### src/rtl/core/irs_pkg.sv
`default_nettype none
package irs_pkg;

   // kernel geometry
   localparam int EXTENT   = 4;
   localparam int TAPS     = 2 * EXTENT + 1;
   localparam int SPAN     = 2 * EXTENT;
   localparam int MAX_ROW  = 1024;
   localparam int LINE_W   = MAX_ROW + 2 * EXTENT;

   // datapath widths
   localparam int COEF_W   = 13;
   localparam int SAMPLE_W = 22;
   localparam int PROD_W   = COEF_W + SAMPLE_W;
   localparam int SUM_W    = 36;

   // axis modes
   localparam logic [1:0] MODE_V = 2'd0;
   localparam logic [1:0] MODE_H = 2'd1;
   localparam logic [1:0] MODE_B = 2'd2;
   localparam logic [1:0] MODE_X = 2'd3;

   // register indexes
   localparam logic [1:0] REG_AXIS_MODE     = 2'd0;
   localparam logic [1:0] REG_IN_ROW_LENGTH = 2'd1;
   localparam logic [1:0] REG_OUT_WIDTH     = 2'd2;
   localparam logic [1:0] REG_OUT_HEIGHT    = 2'd3;

   typedef struct packed {
      logic [7:0] pixel_in;
      logic       row_end;
      logic       frame_end;
   } req_type;

   typedef struct packed {
      logic signed [9:0] pixel_out;
      logic              out_row_last;
      logic              out_frame_last;
   } rsp_type;

   // Q12 hann-windowed sinc taps, phase 0 centered, phase 1 half-sample shifted
   function automatic logic signed [COEF_W-1:0] coef_at(input logic phase,
                                                        input logic [3:0] tap);
      logic signed [COEF_W-1:0] c;
      c = '0;
      case ({phase, tap})
         5'h00: c = -13'sd234;
         5'h01: c = -13'sd224;
         5'h02: c =  13'sd371;
         5'h03: c =  13'sd1275;
         5'h04: c =  13'sd1720;
         5'h05: c =  13'sd1275;
         5'h06: c =  13'sd371;
         5'h07: c = -13'sd224;
         5'h08: c = -13'sd234;
         5'h10: c = -13'sd115;
         5'h11: c = -13'sd285;
         5'h12: c =  13'sd0;
         5'h13: c =  13'sd816;
         5'h14: c =  13'sd1575;
         5'h15: c =  13'sd1574;
         5'h16: c =  13'sd816;
         5'h17: c =  13'sd0;
         5'h18: c = -13'sd285;
         default: c = '0;
      endcase
      return c;
   endfunction

endpackage
`default_nettype wire

### src/rtl/core/irs_tap_cell.sv
`default_nettype none
module irs_tap_cell (
   input  wire logic                                  clock,
   input  wire logic                                  load,
   input  wire logic signed [irs_pkg::SAMPLE_W-1:0]   load_value,
   input  wire logic signed [irs_pkg::COEF_W-1:0]     coef,
   input  wire logic signed [irs_pkg::SUM_W-1:0]      sum_in,
   output logic signed      [irs_pkg::SAMPLE_W-1:0]   value,
   output logic signed      [irs_pkg::SUM_W-1:0]      sum_out
);

   logic signed [irs_pkg::SAMPLE_W-1:0] value_ff;
   logic signed [irs_pkg::PROD_W-1:0]   prod_ff;
   logic signed [irs_pkg::SUM_W-1:0]    sum_ff;

   // held sample, its weighted product, and the partial sum passed on
   always_ff @(posedge clock) begin
      if (load) begin
         value_ff <= load_value;
      end
      prod_ff <= coef * value_ff;
      sum_ff  <= sum_in + irs_pkg::SUM_W'(prod_ff);
   end

   assign value   = value_ff;
   assign sum_out = sum_ff;

endmodule
`default_nettype wire
### config.mk
export PLATFORM = sky130hd
export DESIGN_NAME = irs_tap_cell
export DESIGN_NICKNAME = d
export VERILOG_FILES = /design/src/rtl/core/irs_pkg.sv /design/src/rtl/core/irs_tap_cell.sv
export SDC_FILE = /design/constraint.sdc
export NUM_CORES = 1
export LEC_CHECK = 0
export BUFFER_PORTS_ARGS = -buffer_cell sky130_fd_sc_hd__buf_2
export CORE_ASPECT_RATIO = 0.75
export CORE_MARGIN = 8
export CORE_UTILIZATION = 55
export CTS_BUF_LIST = sky130_fd_sc_hd__clkbuf_8 sky130_fd_sc_hd__clkbuf_16
export DETAILED_ROUTE_END_ITERATION = 6
export PLACE_DENSITY = 0.87
export SYNTH_ARGS = -nofsm -noshare
export SYNTH_HDL_FRONTEND = slang
export SYNTH_SLANG_ARGS = --single-unit
export TNS_END_PERCENT = 1
### constraint.sdc
create_clock -name clock -period 15.3 [get_ports clock]
set_clock_uncertainty 0.05 [all_clocks]
set_input_delay 3.06 -clock clock [delete_from_list [all_inputs] [get_ports clock]]
set_output_delay 3.06 -clock clock [all_outputs]
set_load 0.03 [all_outputs]
==> flow_summary.yaml <==
logic_synthesis:
  synth-seq-cells: 93
  synth_flop_cell: "dfxtp_1"
  ys_types: 56
  synth_area_leaders: "fa_1 (38%), ha_1 (11%), dfxtp_1 (10%)"
  ys_warn_count: 0
  syn_nets: 1891
  synth_edf_count: 22
  synth_area_per_cell_um2: 9.57
  synth_cells: 1436
  syn_area_um2: 13700
  async_flop_share_pct: 0
  yosysSeqAreaShare_pct: 15.1
  synth.top_cell.area_share_pct: 38.2
  yosys.area.top_type: "fa_1"
die:
  core-area_um2: 24800
  die_h_um: 153
  initial_core_util_pct: 55.5
  ios: 131
  die_x_um: 199
  dieArea_um2: 30400
  row_count: 50
timing:
  tightest_slew_ps: 642
  timing.final.crit_share_pct: 56.4
  slew_headroom_pct: 57.1
  fmax_mhz: 116
  post-route-min-period_ps: 8640
  rsz0062_at_grt: "no"
  slew_viol_final: 0
  hold_violations: 0
  finalSetupTns_ps: 0
  finalSetupViolations: 0
clock_network:
  post_cts_buffers: 0
  postCtsHoldBufs: 0
  cts.path.max_buffers: 2
  tritoncts.num_buffers: 9
  cts_tree: "yes"
  cts_root_buffer: "clkbuf_16"
  htreeDepth: 3
  cts.clk_slew.worst_paths_ps: 80
  clock_latency_ps: 370
  ctsResizeCount: 0
  cts.sinks: 93
setup_path:
  crit_arrival_ps: 8840
  startpoint_type: "primary input"
  worst_setup_path_end_kind: "register"
  path_class: "primary input to register"
  required_ps: 15500
  worst-path-max-fanout: 22
grt:
  grt_antenna_before_repair: 1
  grt_max_degree: 24
  grt_pass1_wl_um: 53300
  grt_util_all_layers_pct: 21.6
  overflow: 0
  grt_pass1_vias: 11300
place:
  gp_congestion: 0.876
  dpl.hpwl_um: 26200
  placement.io_buffers: 130
run_status:
  run_status: "finished, final reports clean"
cells_and_area:
  nets: 1978
  syn2layout_area_growth_pct: 8.63
  drive_gt1_share_pct: 10.3
flow_run:
  cap_violations: 0
route:
  wire_per_inst_um: 16.9
  ant_nets: 0
  drc: 0
  drt-initial-drc-count: 559
  vias_per_cell: 5.48
  routed_wl_um: 31500
  firstDrtPassIters: 5
  vias: 10200
worst_hold_path:
  hold_path_class: "register to register"
## layout by cell type (no fill, tap or decap), types with 3 or more instances in the layout
cell,instances
edfxtp_1,22
xor2_1,20
a21oi_1,50
and3_1,9
o31ai_1,4
nand4_1,4
a31oi_1,4
or2_2,3
a22oi_1,3
and2_1,105
o311a_1,3
ha_1,120
fa_1,262
xnor2_1,40
buf_2,130
o21a_1,8
dfxtp_1,71
nand2_1,199
nor3_1,12
inv_1,245
o21ai_0,27
o21bai_1,12
a311oi_2,3
a21o_1,28
nand2b_1,8
nor2_1,33
a211oi_1,8
nand3_1,12
nor2b_1,23
o211ai_1,6
clkbuf_16,9
o21ai_1,5
## cell families after synthesis
kind of cell | synth area share, %
simple gates | 14.6
fa+ha+maj | 49.1
buf+inv | 8.16
compound gates | 8.93
flops | 15.1
xor+xnor | 3.82
mux | 0.228
## worst paths after layout
| kind | start | to | slack, ps | cells after the start |
|---|---|---|---|---|
| hold / removal | prod_ff[0] | sum_out[0] | 410 | 1 |
| setup / recovery | coef[4] | prod_ff[34] | 6660 | 18 |
| setup reg to reg | value[7] | prod_ff[32] | 8900 | 20 |
| hold reg to reg | prod_ff[0] | sum_out[0] | 410 | 1 |
## final cells by class
class,count,area (µm²)
clock inverter,6,73.8
timing repair buffer,130,651
antenna,1,2.50
inverter,245,920
sequential,93,2080
clock buffer,10,239
tap,338,423
multi-input combinational,1044,10500
fill,2073,9840
## metrics by stage
stage	std cells	worst slack (ps)	instance area [µm²]	utilization, %	hold WS [ps]
final	1867	6660	14900	60.3	414
after detailed placement	1850	6330	14600	59.0	391
after floorplan	1436	6990	13700	-	370
after global placement	1850	6470	14600	59.0	384
after global routing	1867	6350	14900	60.3	421
after CTS	1866	6700	14900	60.3	411
## flip-flops by register name, indices dropped and copies added, names as in the netlist
register / flops
prod_ff: 35
sum_out: 36
value: 22
## layer usage
metal  global-route usage [%]  routed length, µm  vias to the layer above  share of wire [%]
met3                     3.95               1960                       91                6.2
met1                     26.5              12700                     5111                 40
li1                         -                  -                     4668                  -
met5                        0                  0                        -                  0
met4                     8.95               1150                        0                3.7
met2                     37.0              15700                      369                 50
## cells in the mapped netlist, drive strengths merged (9+ instances only)
cell / number
a21oi: 51
o21bai: 12
fa: 262
ha: 120
xor2: 20
and3: 9
nor3: 12
o21ai: 32
xnor2: 40
nand2: 199
edfxtp: 22
nor2: 33
inv: 245
clkbuf: 54
nand3: 12
dfxtp: 71
nor2b: 23
a21o: 28
and2: 105
## worst max-delay path: stages
cell,delay (ps)
buf_2,410
nand2_1,160
fa_1,590
fa_1,450
fa_1,550
inv_1,50
fa_1,490
fa_1,410
ha_1,280
ha_1,330
a2111oi_0,370
o21ai_1,210
a311oi_2,410
o31ai_2,190
nand3b_1,210
a311oi_2,180
a211oi_1,340
xnor2_1,130
Power is not shown: default switching activity piles up to over one toggle a cycle in this logic, so the estimate is an artifact.
